===== config.mk =====
export PLATFORM = sky130hd
export DESIGN_NAME = cvm_queue
export DESIGN_NICKNAME = d
export VERILOG_FILES = /design/src/cvm_pkg.sv /design/src/cvm_queue.sv
export SDC_FILE = /design/constraint.sdc
export NUM_CORES = 1
export LEC_CHECK = 0
export ABC_AREA = 1
export BUFFER_PORTS_ARGS = -buffer_cell sky130_fd_sc_hd__buf_4
export CAP_MARGIN = 20
export CORE_AREA = 2 2 106 129
export CTS_BUF_LIST = sky130_fd_sc_hd__clkbuf_8
export DETAILED_ROUTE_END_ITERATION = 10
export DIE_AREA = 0 0 108 131
export PLACE_DENSITY = 0.67
export SLEW_MARGIN = 20
export SYNTH_ARGS = -nofsm -noshare
export SYNTH_HDL_FRONTEND = slang
export SYNTH_SLANG_ARGS = --single-unit

===== constraint.sdc =====
create_clock -name clock -period 11.2 [get_ports clock]
set_input_delay 2.24 -clock clock [delete_from_list [all_inputs] [get_ports clock]]
set_output_delay 2.24 -clock clock [all_outputs]
set_load 0.02 [all_outputs]

===== src/cvm_pkg.sv =====
// Shared types and constants for the conv2d valid-mode MAC engine.
// Request/result payloads, decoded queue entry and command/register codes.
// No dependencies.
package cvm_pkg;

   // command codes carried in the request
   localparam logic [1:0] CMD_WEIGHT  = 2'd0;
   localparam logic [1:0] CMD_BIAS    = 2'd1;
   localparam logic [1:0] CMD_PIXEL   = 2'd2;
   localparam logic [1:0] CMD_COMPUTE = 2'd3;

   // register indexes (byte address / 4)
   localparam logic [2:0] REG_IN_CHANS  = 3'd0;
   localparam logic [2:0] REG_OUT_CHANS = 3'd1;
   localparam logic [2:0] REG_KERNEL    = 3'd2;
   localparam logic [2:0] REG_ROWS      = 3'd3;
   localparam logic [2:0] REG_COLS      = 3'd4;

   localparam int CSR_AW      = 5;
   localparam int QUEUE_DEPTH = 2;

   typedef struct packed {
      logic [1:0]         cmd;
      logic [2:0]         out_chan;
      logic [1:0]         in_chan;
      logic [4:0]         row_pos;
      logic [4:0]         col_pos;
      logic signed [31:0] data_value;
   } req_type;

   typedef struct packed {
      logic signed [47:0] conv_result;
      logic               out_of_range;
   } rsp_type;

   // decoded operation handed from front to back
   typedef enum logic [2:0] {
      OP_WEIGHT  = 3'd0,
      OP_BIAS    = 3'd1,
      OP_PIXEL   = 3'd2,
      OP_COMPUTE = 3'd3,
      OP_FLAG    = 3'd4
   } op_type;

   typedef struct packed {
      op_type             op;
      logic [2:0]         out_chan;
      logic [1:0]         in_chan;
      logic [4:0]         row_pos;
      logic [4:0]         col_pos;
      logic signed [31:0] data_value;  // saturated for weight and pixel
      logic [2:0]         nin;         // clamped input channel count
      logic [1:0]         kside;       // clamped kernel side
   } entry_type;

endpackage


===== src/cvm_queue.sv =====
// Short FIFO of decoded operations between front and back.
// Depends on cvm_pkg.
module cvm_queue (
   input  logic               clock,
   input  logic               reset,
   input  logic               push,
   input  cvm_pkg::entry_type push_entry,
   input  logic               pop,
   output cvm_pkg::entry_type head,
   output logic               empty,
   output logic               full
);
   import cvm_pkg::*;

   localparam int PW = (QUEUE_DEPTH > 1) ? $clog2(QUEUE_DEPTH) : 1;
   localparam int CW = $clog2(QUEUE_DEPTH + 1);

   entry_type        slot_ff [QUEUE_DEPTH];
   logic [PW-1:0]    wr_ptr_ff, wr_ptr_in;
   logic [PW-1:0]    rd_ptr_ff, rd_ptr_in;
   logic [CW-1:0]    count_ff,  count_in;

   assign empty = (count_ff == CW'(0));
   assign full  = (count_ff == CW'(QUEUE_DEPTH));
   assign head  = slot_ff[rd_ptr_ff];

   always_comb begin
      wr_ptr_in = wr_ptr_ff;
      rd_ptr_in = rd_ptr_ff;
      count_in  = count_ff;
      if (push) begin
         wr_ptr_in = (wr_ptr_ff == PW'(QUEUE_DEPTH - 1)) ? '0 : wr_ptr_ff + PW'(1);
      end
      if (pop) begin
         rd_ptr_in = (rd_ptr_ff == PW'(QUEUE_DEPTH - 1)) ? '0 : rd_ptr_ff + PW'(1);
      end
      if (push && !pop) begin
         count_in = count_ff + CW'(1);
      end else if (pop && !push) begin
         count_in = count_ff - CW'(1);
      end
   end

   always_ff @(posedge clock) begin
      if (reset) begin
         wr_ptr_ff <= '0;
         rd_ptr_ff <= '0;
         count_ff  <= '0;
      end else begin
         wr_ptr_ff <= wr_ptr_in;
         rd_ptr_ff <= rd_ptr_in;
         count_ff  <= count_in;
      end
   end

   always_ff @(posedge clock) begin
      if (push) begin
         slot_ff[wr_ptr_ff] <= push_entry;
      end
   end

endmodule


# Yosys cells after proc, flatten, opt, wreduce, memory -nomap -nowiden
# Memories as Yosys holds them, arrays and structs flattened. A register that Yosys moved wholly into a read port is not among the register bits.
# Cells that the tools add are included.
[totals]
reg_bits = 4
latchBits = 0
mem_bits_rw = 110
rom_bits = 0
out_inout_bits = 57
mem_count = 1
[memory_table]
columns = ["memory", "words", "word_bits", "rd", "rd_ports_with_merged_regs", "wr", "line", "text"]
rows = [
  ["slot_ff", 2, 55, 1, 1, 1, "cvm_queue.sv:18", "entry_type slot_ff [QUEUE_DEPTH];"],
]
[op_classes]
addsub = 4
mul = 0
n_div = 0
magnitude_cmp = 0
n_eq_ne = 1
n_shift = 0
muxes = 8
bitwise = 0
reduce_logical = 6
[ops]
columns = ["operator", "count"]
rows = [
  ["$mux W1", 6],
  ["$mux W2", 2],
  ["$add A1 B1 Y1 const B", 2],
  ["$add A2 B1 Y2 const B", 1],
  ["$eq A2 B2 Y1 const B", 1],
  ["$logic_and A1 B1 Y1", 2],
  ["$logic_not A1 Y1", 2],
  ["$logic_not A2 Y1", 1],
  ["$reduce_bool A2 Y1", 1],
  ["$sub A2 B1 Y2 const B", 1],
]

# Logic depth before layout (Yosys ltp)
[depth]
word_depth = 4
depth_mapped = 8

# Least setup slack after synthesis
# OpenSTA, ideal clock, no wires.
[synth_timing]
path_type = "input to register"
startpoint = "in push"
endpoint = "mem slot_ff[0][0] in the netlist's numbering (enable)"
setup_ps = 469
arrival_ps = 4589
path_slack_ps = 6142
stages = 2
cell_sequence = "inv_1 > nor2_1"
[synth_between]
elab_chain_len = 2
[synth_rtl]
columns = ["element", "line", "text"]
rows = [
  ["start: declaration", "cvm_queue.sv:6", "input logic push,"],
  ["$mux W1", "cvm_queue.sv:57", "if (push) begin"],
  ["$mux W1 (implied by the code)", "cvm_queue.sv:58", "slot_ff[wr_ptr_ff] <= push_entry;"],
  ["end: declaration", "cvm_queue.sv:18", ""],
]
# No other way between the ends.

==> metrics.txt <==
worst slew pin tran 1.04 ns; initial antenna violation count 0; Area Growth Syn to Fin 29.8%; die area 14,100 sq um; Worst setup SP type flop; Worst slew margin 30.7%; period utilisation layout 38.3%; Syn Inst Count 204; total power 0.000974 W; clock power share 33.3%; slowest cell on the critical path dfxtp_4; area post-placement 5440 sq um; CP peak stage delay 1.04 ns; Pwr Density 169 nW/um^2; post-route cell area 5770 sq um; Starting Density 34.3%; Skew-Pair Late Insertion Delay 0.41 ns; Tmin final 4.29 ns; Post-Route Setup TNS 0 ns; Setup Skew 0.00806 ns; Req. time, crit path 8.96 ns; fin worst setup slack 6.91 ns; CP Cell Sequence mux2_2, buf_4; clock tree from TritonCTS yes; total grt overflow 0; Comb pwr share 13.9%; Layout Utilization 44.6%; Setup CP Type flop to primary output; TritonRoute pass-1 iters 4; # nets final 394; H-tree depth 4; Post-CTS Resized 0; Num CTS Buffers 17; vias in the first global route 2,327; Max-cap violations 0; Hold Vio Cnt, Final 0; cell area after synthesis 4450 sq um; DRT iter0 DRCs 70; Seq/Total Area, Yosys 76.5%; Hold Crit Start rd_ptr_ff; postcts setup bufs 0; Peak VDD IR 0.0652 mV; first-pass GRT wire length 11,400 microns; DRC 0; hold-fix buffers at CTS 0; Yosys reg bits 115; Psw 0.000234 W; Antenna Nets Post-Route 0; FMAX 0.233 GHz; worst-path fanout max 55; RR Startpoint wr_ptr_ff; CTS Buffer Depth 2; Core Box Area 12,900 sq um; Int Pwr 0.000740 W; GRT Total Usage 11.1%; Net Sw Frac 24.0%; Ports 116; detailed placement HPWL 4930 microns; CP arrival 2.05 ns; final setup fails 0; root buf cell clkbuf_8; wire per inst 15.1 microns; largest net degree at the start of global routing 56; drt total wl 7760 microns; fraction of layout cells with a size suffix above 1 58.4%; worst slack, placed 7.29 ns; worst min-delay path class flop to flop; via count 2,225; chip width 108 microns; Mean Syn Cell Area 21.8 sq um; CTS clock-pin slew for the worst setup and hold paths 0.06 ns; GP Congestion 0.646; Die Ht 131 microns; input/output buffers 115; sequential fraction of design power 52.8%; Mapped Nets 264; Synth Warn # 0; status finished clean; fin. max-slew vios 0; library cells used by synthesis 16; row cnt 46; RSZ-0062 raised after global routing false; clock sink count 115; Pleak 2.30 nW; DR vias/cell 4.32; CP Capture Type primary output
-- sequential cells by signal, indices dropped and copies added (netlist names), named ones only --
register and count:
slot_ff 110, rd_ptr_ff 1, wr_ptr_ff 1, count_ff 2
-- area by class of cell --
| class | count | area (sq um) |
|---|---|---|
| antenna | 1 | 2.50 |
| clock inverter | 14 | 101 |
| fill | 1168 | 7180 |
| timing repair buffer | 117 | 878 |
| tap | 168 | 210 |
| inverter | 9 | 33.8 |
| sequential | 115 | 3410 |
| multi-input combinational | 74 | 907 |
| clock buffer | 17 | 234 |
-- cells in the mapped netlist --
master | n | area [sq um]
edfxtp_1 | 110 | 3300
o21ai_0 | 1 | 5.00
a21oi_1 | 1 | 5.00
xnor2_1 | 1 | 8.76
nor3_1 | 1 | 5.00
inv_1 | 9 | 33.8
buf_12 | 5 | 100
mux2_2 | 5 | 56.3
nor2_1 | 7 | 26.3
nand4_1 | 1 | 6.26
dfxtp_1 | 5 | 100
ha_1 | 1 | 12.5
buf_6 | 1 | 11.3
nand3_1 | 1 | 5.00
nand2_1 | 5 | 18.8
mux2_4 | 50 | 751
-- final timing paths --
check / cells past startpoint / endpoint / slack (ns)
worst max-delay path: 2 / head[39] / 6.91
worst min-delay path: 2 / rd_ptr_ff / 0.54
worst max register to register: 3 / slot_ff[1][39] / 9.49
worst min register to register: 2 / rd_ptr_ff / 0.54
-- critical path: cells and delay by family (launching register included) --
kind	cells	cell delay (ns)
buf+inv	1	0.16
mux	1	0.43
flops	1	1.04
-- layer usage --
layer	vias to the layer above	track usage, %	wire length, microns
met4	0	5.66	80
met1	1101	11.6	3070
met5	-	0	0
met2	71	19.1	4080
met3	6	4.66	535
li1	1047	-	-
-- stage by stage --
stage	std cells	hold WS, ns
after floorplan	204	0.480
after global placement	483	0.493
after detailed placement	483	0.526
after CTS	514	0.539
after global routing	514	0.567
final	515	0.539
-- logic make-up after synthesis --
| group | count (synthesis) | synth area share, % |
|---|---|---|
| XOR/XNOR | 1 | 0.197 |
| adder cells (fa/ha/maj) | 1 | 0.281 |
| multiplexers | 55 | 18.1 |
| AO/OA/AOI/OAI | 2 | 0.225 |
| buffers and inverters | 15 | 3.26 |
| AND/OR/NAND/NOR | 15 | 1.38 |
| flip-flops | 115 | 76.5 |
-- power by group through the flow --
stage | clock, W | sequential (W) | combinational, W
6_report | 0.000325 | 0.000514 | 0.000135
3_5_place_dp | 0 | 0.000524 | 0.000137
3_3_place_gp | 0 | 0.000522 | 0.000135
4_1_cts | 0.000338 | 0.000515 | 0.000137
2_1_floorplan | 0 | 0.000512 | 0.0000946
5_1_grt | 0.000358 | 0.000517 | 0.000144
-- cell usage in the layout (no fill, tap or decap), types with 3 or more instances in the layout --
master / synthesis / layout
clkinvlp_4: 0 / 3
nand2_1: 5 / 5
nor2_1: 7 / 6
inv_1: 9 / 11
buf_4: 0 / 117
edfxtp_1: 110 / 110
mux2_2: 5 / 5
dfxtp_1: 5 / 4
clkbuf_8: 0 / 17
mux2_4: 50 / 50
clkinv_2: 0 / 5
Note: power is estimated with default switching activity, not from simulation.
