==> src/cvm_pkg.sv <==
// Shared types and constants for the conv2d valid-mode MAC engine.
// Request/result payloads, decoded queue entry and command/register codes.
// No dependencies.
package cvm_pkg;

   // command codes carried in the request
   localparam logic [1:0] CMD_WEIGHT  = 2'd0;
   localparam logic [1:0] CMD_BIAS    = 2'd1;
   localparam logic [1:0] CMD_PIXEL   = 2'd2;
   localparam logic [1:0] CMD_COMPUTE = 2'd3;

   // register indexes (byte address / 4)
   localparam logic [2:0] REG_IN_CHANS  = 3'd0;
   localparam logic [2:0] REG_OUT_CHANS = 3'd1;
   localparam logic [2:0] REG_KERNEL    = 3'd2;
   localparam logic [2:0] REG_ROWS      = 3'd3;
   localparam logic [2:0] REG_COLS      = 3'd4;

   localparam int CSR_AW      = 5;
   localparam int QUEUE_DEPTH = 2;

   typedef struct packed {
      logic [1:0]         cmd;
      logic [2:0]         out_chan;
      logic [1:0]         in_chan;
      logic [4:0]         row_pos;
      logic [4:0]         col_pos;
      logic signed [31:0] data_value;
   } req_type;

   typedef struct packed {
      logic signed [47:0] conv_result;
      logic               out_of_range;
   } rsp_type;

   // decoded operation handed from front to back
   typedef enum logic [2:0] {
      OP_WEIGHT  = 3'd0,
      OP_BIAS    = 3'd1,
      OP_PIXEL   = 3'd2,
      OP_COMPUTE = 3'd3,
      OP_FLAG    = 3'd4
   } op_type;

   typedef struct packed {
      op_type             op;
      logic [2:0]         out_chan;
      logic [1:0]         in_chan;
      logic [4:0]         row_pos;
      logic [4:0]         col_pos;
      logic signed [31:0] data_value;  // saturated for weight and pixel
      logic [2:0]         nin;         // clamped input channel count
      logic [1:0]         kside;       // clamped kernel side
   } entry_type;

endpackage

==> src/cvm_front.sv <==
// Front end: APB register file, request acceptance and classification.
// Saturates write data, drops writes outside the stores, flags bad positions.
// Depends on cvm_pkg.
module cvm_front #(
   parameter int MAX_IN_CHANS  = 4,
   parameter int MAX_OUT_CHANS = 8,
   parameter int MAX_KERNEL    = 3,
   parameter int MAX_ROWS      = 32,
   parameter int MAX_COLS      = 32
) (
   input  logic                          clock,
   input  logic                          reset,
   input  logic                          psel,
   input  logic                          penable,
   input  logic                          pwrite,
   input  logic [cvm_pkg::CSR_AW-1:0]    paddr,
   input  logic [31:0]                   pwdata,
   output logic [31:0]                   prdata,
   input  logic                          start,
   input  cvm_pkg::req_type              req_data,
   input  logic                          q_full,
   output logic                          q_push,
   output cvm_pkg::entry_type            q_entry
);
   import cvm_pkg::*;

   logic [2:0] in_chans_ff,  in_chans_in;
   logic [3:0] out_chans_ff, out_chans_in;
   logic [1:0] kernel_ff,    kernel_in;
   logic [5:0] rows_ff,      rows_in;
   logic [5:0] cols_ff,      cols_in;

   logic       csr_wr;
   logic [2:0] reg_idx;
   logic [2:0] nin;
   logic [3:0] nout;
   logic [1:0] kside;
   logic [5:0] rows;
   logic [5:0] cols;
   logic       outside;
   logic       wgt_ok;
   logic       bias_ok;
   logic       pix_ok;
   logic signed [31:0] sat_data;

   function automatic logic [5:0] clamp_reg(input logic [5:0] v, input int unsigned hi);
      logic [5:0] res;
      if (v == 6'd0) begin
         res = 6'd1;
      end else if (32'(v) > hi) begin
         res = 6'(hi);
      end else begin
         res = v;
      end
      return res;
   endfunction

   assign csr_wr  = psel & penable & pwrite;
   assign reg_idx = paddr[4:2];

   always_comb begin
      in_chans_in  = in_chans_ff;
      out_chans_in = out_chans_ff;
      kernel_in    = kernel_ff;
      rows_in      = rows_ff;
      cols_in      = cols_ff;
      if (csr_wr) begin
         unique case (reg_idx)
            REG_IN_CHANS:  in_chans_in  = pwdata[2:0];
            REG_OUT_CHANS: out_chans_in = pwdata[3:0];
            REG_KERNEL:    kernel_in    = pwdata[1:0];
            REG_ROWS:      rows_in      = pwdata[5:0];
            REG_COLS:      cols_in      = pwdata[5:0];
            default: ;
         endcase
      end
   end

   always_ff @(posedge clock) begin
      if (reset) begin
         in_chans_ff  <= 3'd4;
         out_chans_ff <= 4'd8;
         kernel_ff    <= 2'd3;
         rows_ff      <= 6'd32;
         cols_ff      <= 6'd32;
      end else begin
         in_chans_ff  <= in_chans_in;
         out_chans_ff <= out_chans_in;
         kernel_ff    <= kernel_in;
         rows_ff      <= rows_in;
         cols_ff      <= cols_in;
      end
   end

   always_comb begin
      unique case (reg_idx)
         REG_IN_CHANS:  prdata = {29'd0, in_chans_ff};
         REG_OUT_CHANS: prdata = {28'd0, out_chans_ff};
         REG_KERNEL:    prdata = {30'd0, kernel_ff};
         REG_ROWS:      prdata = {26'd0, rows_ff};
         REG_COLS:      prdata = {26'd0, cols_ff};
         default:       prdata = 32'd0;
      endcase
   end

   // effective sizes; each result never exceeds its register's range
   assign nin   = 3'(clamp_reg({3'b0, in_chans_ff}, MAX_IN_CHANS));
   assign nout  = 4'(clamp_reg({2'b0, out_chans_ff}, MAX_OUT_CHANS));
   assign kside = 2'(clamp_reg({4'b0, kernel_ff}, MAX_KERNEL));
   assign rows  = clamp_reg(rows_ff, MAX_ROWS);
   assign cols  = clamp_reg(cols_ff, MAX_COLS);

   assign outside = ({1'b0, req_data.out_chan} >= nout)
                 || (({2'b0, req_data.row_pos} + {5'b0, kside}) > {1'b0, rows})
                 || (({2'b0, req_data.col_pos} + {5'b0, kside}) > {1'b0, cols});

   assign wgt_ok  = (32'(req_data.out_chan) < MAX_OUT_CHANS)
                 && (32'(req_data.in_chan) < MAX_IN_CHANS)
                 && (32'(req_data.row_pos) < MAX_KERNEL)
                 && (32'(req_data.col_pos) < MAX_KERNEL);
   assign bias_ok = (32'(req_data.out_chan) < MAX_OUT_CHANS);
   assign pix_ok  = (32'(req_data.in_chan) < MAX_IN_CHANS)
                 && (32'(req_data.row_pos) < MAX_ROWS)
                 && (32'(req_data.col_pos) < MAX_COLS);

   always_comb begin
      if (req_data.data_value > 32'sd32767) begin
         sat_data = 32'sd32767;
      end else if (req_data.data_value < -32'sd32768) begin
         sat_data = -32'sd32768;
      end else begin
         sat_data = req_data.data_value;
      end
   end

   always_comb begin
      q_entry.out_chan   = req_data.out_chan;
      q_entry.in_chan    = req_data.in_chan;
      q_entry.row_pos    = req_data.row_pos;
      q_entry.col_pos    = req_data.col_pos;
      q_entry.data_value = sat_data;
      q_entry.nin        = nin;
      q_entry.kside      = kside;
      q_entry.op         = OP_COMPUTE;
      q_push             = 1'b0;
      unique case (req_data.cmd)
         CMD_WEIGHT: begin
            q_entry.op = OP_WEIGHT;
            q_push     = wgt_ok;
         end
         CMD_BIAS: begin
            q_entry.op         = OP_BIAS;
            q_entry.data_value = req_data.data_value;
            q_push             = bias_ok;
         end
         CMD_PIXEL: begin
            q_entry.op = OP_PIXEL;
            q_push     = pix_ok;
         end
         CMD_COMPUTE: begin
            q_entry.op = outside ? OP_FLAG : OP_COMPUTE;
            q_push     = 1'b1;
         end
         default: ;
      endcase
      q_push = q_push & start & ~q_full;
   end

endmodule

==> config.mk <==
export PLATFORM = sky130hd
export DESIGN_NAME = cvm_front
export DESIGN_NICKNAME = d
export VERILOG_FILES = /design/src/cvm_pkg.sv /design/src/cvm_front.sv
export SDC_FILE = /design/constraint.sdc
export NUM_CORES = 1
export LEC_CHECK = 0
export BUFFER_PORTS_ARGS = -buffer_cell sky130_fd_sc_hd__buf_4
export CAP_MARGIN = 20
export CORE_ASPECT_RATIO = 1.75
export CORE_MARGIN = 2
export CORE_UTILIZATION = 41
export CTS_CLUSTER_SIZE = 14
export DETAILED_ROUTE_END_ITERATION = 8
export PLACE_DENSITY = 0.88
export SYNTH_ARGS = -nofsm -noshare
export SYNTH_HDL_FRONTEND = slang
export SYNTH_SLANG_ARGS = --single-unit
export TNS_END_PERCENT = 5
==> constraint.sdc <==
create_clock -name clock -period 3.9 [get_ports clock]
set_clock_uncertainty 0.15 [all_clocks]
set_input_delay 0.585 -clock clock [delete_from_list [all_inputs] [get_ports clock]]
set_output_delay 0.585 -clock clock [all_outputs]
set_load 0.05 [all_outputs]
Yosys cells after proc, flatten, opt, wreduce, memory -nomap -nowiden
Index checks and enable logic that the tools add are counted.
{"block": "totals", "register_bits": 21, "input_bits": 93, "output_inout_bits": 88, "elab_cells": 62}
{"block": "op_classes", "n_addsub": 2, "n_lt_le_gt_ge": 11, "n_eq_ne": 7, "mux": 16, "bitwise_logic": 5, "n_reduce_logical": 16}
{"operator": "$mux 32", "count": 3}
{"operator": "$gt 32x16->1 const B", "count": 1}
{"operator": "$lt 32x16->1 const B", "count": 1}
{"operator": "$pmux 6 s5", "count": 1}
{"operator": "$mux 6", "count": 4}
{"operator": "$add 5x2->6", "count": 2}
{"operator": "$gt 6x6->1", "count": 2}
{"operator": "$gt 6x6->1 const B", "count": 2}
{"operator": "$logic_not 6->1", "count": 2}
{"operator": "$pmux 3 s4", "count": 1}
{"operator": "$lt 5x2->1 const B", "count": 2}
{"operator": "$reduce_and 2->1", "count": 5}
{"operator": "$mux 3", "count": 3}
{"operator": "$mux 4", "count": 2}
{"operator": "$eq 3x2->1 const B", "count": 2}
{"operator": "$logic_not 3->1", "count": 2}
{"operator": "$and 1x1->1", "count": 4}
{"operator": "$eq 2x2->1 const B", "count": 2}
{"operator": "$ge 3x4->1", "count": 1}
{"operator": "$gt 4x4->1 const B", "count": 1}
{"operator": "$logic_not 2->1", "count": 2}
{"operator": "$logic_not 4->1", "count": 1}
{"operator": "$eq 3x1->1 const B", "count": 1}
{"operator": "$eq 3x3->1 const B", "count": 1}
{"operator": "8 further kinds", "count": 9}

Longest topological paths before layout
{"block": "depth", "ltp_word": 8, "mapped_depth": 13, "ltp_nobuf": 12}

Least setup slack after synthesis
No wires, ideal clock.
{"block": "synth_timing", "kind": "flip-flop to output port", "start": "register kernel_ff[1]", "end": "output q_entry[54] in the netlist's numbering", "t_arrival_ns": 3.560, "t_required_ns": 3.165, "path_slack_ns": -0.395, "stages_incl_launch_ff": 12, "n_path_buf": 1, "cell_sequence": "dfxtp_1 -> buf_2 -> nand2b_1 -> ha_1 -> maj3_1 -> and4_1 -> ha_1 -> nand4_1 -> o21bai_1 -> a21oi_1 -> a211oi_2 -> nor3_1"}
{"item": "start, declared", "line": "cvm_front.sv:29", "source": "logic [1:0] kernel_ff, kernel_in;"}
{"item": "start signal, assigned", "line": "cvm_front.sv:89", "source": "kernel_ff <= kernel_in;"}
{"item": "end, declared", "line": "cvm_front.sv:23", "source": "output cvm_pkg::entry_type q_entry"}

==> reports/metrics.cfg <==
[global_routing]
grt_pass1_vias = 2385
grt_max_degree = 32
grt_pass1_wl_um = 10900
antenna_found_initial = 0
overflow = 0
grt_use_total_pct = 22.0

[route]
drc = 0
post_drt_wl_per_cell_um = 15.3
ant_nets = 0
vias = 2627
drt_first_pass_iters = 4
viasPerCell = 5.24
routed_wl_um = 7640
initialDrtViolationCount = 121

[place]
port_buffers = 122
dpl.cell_count = 495
dp_hpwl_um = 6480
gp_congestion = 0.935

[layout]
regArea_um2 = 420
num_antenna_cells = 0
stdcell_count = 501
nets = 537
nFillCells = 547
multi_input_area_mm2 = 0.00166
syn2layout_area_growth_pct = 33.0
drive_above_1_share_pct = 33.3

[clocking]
cts_made_buffers = 3
path_clk_slew_ns = 0.08
htree_levels = 1
clock_path_buffers = 2
clock-root-buffer = clkbuf_8
cts_sinks = 21
insertion_delay_ns = 0.26
cts_hold_buf = 0
cts_tree = done

[sta]
final_hold_viol_count = 0
tightest_slew_ns = 0.516
timing.final.crit_period_ns = 3.79
setup_viol = 0
slew_headroom_pct = 65.6
timing.fmax_mhz = 264
post-route-period-util_pct = 97.2
slew_violations = 0
tns_ns = 0

[worst_hold_path]
holdCritPathClass = flop to flop
holdCritStartpoint = in_chans_ff[0]$_SDFFE_PP0P_

[setup_path]
r2r-start = kernel_ff[1]$_SDFFE_PP1P_
crit_start = kernel_ff[0]$_SDFFE_PP1P_
crit_path_max_fanout = 3
crit_path_end_kind = output pin
crit_type = flop to output pin
critical_path_arrival_ns = 3.06
max_stage_delay_ns = 0.38
crit_chain = nand2b_2 -> ha_1 -> maj3_1 -> and4_1 -> ha_1 -> and4_1 -> o21ai_1 -> o211ai_1 -> a211oi_2 -> buf_4 -> o21a_1 -> buf_4
critPathRequiredTime_ns = 3.16
crit_slowest_cell = maj3_1
worstSetupStartpointType = flop

[logic_synthesis]
yosysMostFrequentCell = nor2_1
avgSynthCellArea_um2 = 7.44
synth-edff-count = 0
ys_seq_elements = 21
synthDistinctLibCells = 48
yosys-top-cells-area = dfxtp_1, buf_4, ha_1
synth.yosys.seq_area_share_pct = 17.4
synth_flop_cell = dfxtp_1
synth_common_cells = nor2_1, buf_4, nand2_1, dfxtp_1, ha_1
ys_warn_count = 0
synth_largest_area_cell = dfxtp_1
synth.top_cell.area_share_pct = 17.4
synth_area_mm2 = 0.00241
synth_cells = 324
synthArstFlopShare_pct = 0

[run]
drv_cap = 0

[die]
start_util_pct = 41.6
die-area_mm2 = 0.00653
io_pins = 181
rows = 37
die_w_um = 62.0
die_h_um = 105
coreArea_mm2 = 0.00579

[pwr]
power-per-cell-area_mw_per_mm2 = 256
p_leak_nw = 1.61
peakVddDrop_v = 0.000239

[run_status]
outcome = finished clean

==> routing by layer <==
| layer | routed length, um | share of wire, % | GRT usage [%] | vias to the layer above |
|---|---|---|---|---|
| li1 | - | - | - | 1246 |
| met5 | 0 | 0 | 0 | - |
| met2 | 3880 | 51 | 41.1 | 153 |
| met1 | 2440 | 32 | 18.8 | 1203 |
| met4 | 257 | 3.4 | 7.90 | 0 |
| met3 | 1060 | 14 | 9.82 | 25 |
==> path summary, 6_finish.rpt <==
kind	endpoint	slack, ns	cells after the start
setup / recovery	q_entry[53]	0.11	12
hold / removal	in_chans_ff[0]$_SDFFE_PP0P_	0.33	2
setup reg to reg	kernel_ff[1]$_SDFFE_PP1P_	2.95	3
hold reg to reg	in_chans_ff[0]$_SDFFE_PP0P_	0.33	2
==> per-stage QoR <==
step	hold slack (ns)	total power, W	utilization, %	cell area, um^2	worst slack (ns)
global placement	0.316	0.000672	54.1	3130	0.214
finish	0.330	0.000822	55.4	3210	0.108
detailed placement	0.324	0.000679	54.1	3130	0.156
CTS	0.334	0.000819	54.9	3180	0.0301
global route	0.364	0.000862	55.4	3210	-0.00380
floorplan	0.300	0.000568	-	2510	0.0375
==> state kept, by name, summed over array words and instances, names as in the netlist <==
signal,flops
out_chans_ff,4
rows_ff,6
cols_ff,6
in_chans_ff,3
kernel_ff,2
==> layout by cell type (no fill, tap or decap), types with 9 or more instances in the layout <==
cell type	count
dfxtp_1	21
nand3_1	9
buf_4	124
nor2_1	58
a21oi_1	11
nand2_1	33
a21o_1	16
mux2i_1	16
ha_1	20
conb_1	26
inv_1	10
==> final cells by class <==
| type | instances | area share (%) |
|---|---|---|
| Tap cell | 78 | 3.04 |
| Clock inverter | 1 | 0.156 |
| Multi-Input combinational cell | 263 | 51.7 |
| Timing Repair Buffer | 125 | 29.5 |
| Sequential cell | 21 | 13.1 |
| Clock buffer | 3 | 1.29 |
| Inverter | 10 | 1.17 |
==> worst max-delay path, delay by kind of cell, from the launching register on <==
family                     cells  cell delay, ns
AOI/OAI and AO/OA              4            0.56
and+or+nand+nor                3            0.66
adders and majority gates      3            0.91
DFF                            1            0.32
buffers and inverters          2            0.34
==> report_power, final <==
group / internal [W] / switching (W) / leakage [nW]
Clock: 0.0000711 / 0.0000711 / 0.0255
Sequential: 0.000216 / 0.00000195 / 0.170
Combinational: 0.000145 / 0.000316 / 1.41
==> what timing repair did <==
action                                 CTS  global route
resized for setup                        0             2
endpoints found under the hold margin    0             0
setup endpoints to repair                0             3
setup buffers                            0             1
==> cell families (layout without fill, tap and decap cells) <==
| kind of cell | after synthesis | in the layout | share of synthesized area (%) |
|---|---|---|---|
| compound gates | 52 | 52 | 14.6 |
| xor+xnor | 8 | 8 | 2.91 |
| fa+ha+maj | 22 | 22 | 11.2 |
| buf+inv | 65 | 139 | 18.1 |
| flops | 21 | 21 | 17.4 |
| mux | 18 | 18 | 7.58 |
| other cells | 1 | 26 | 0.156 |
| simple gates | 137 | 137 | 27.9 |
Power figures use the tool's default switching activity.
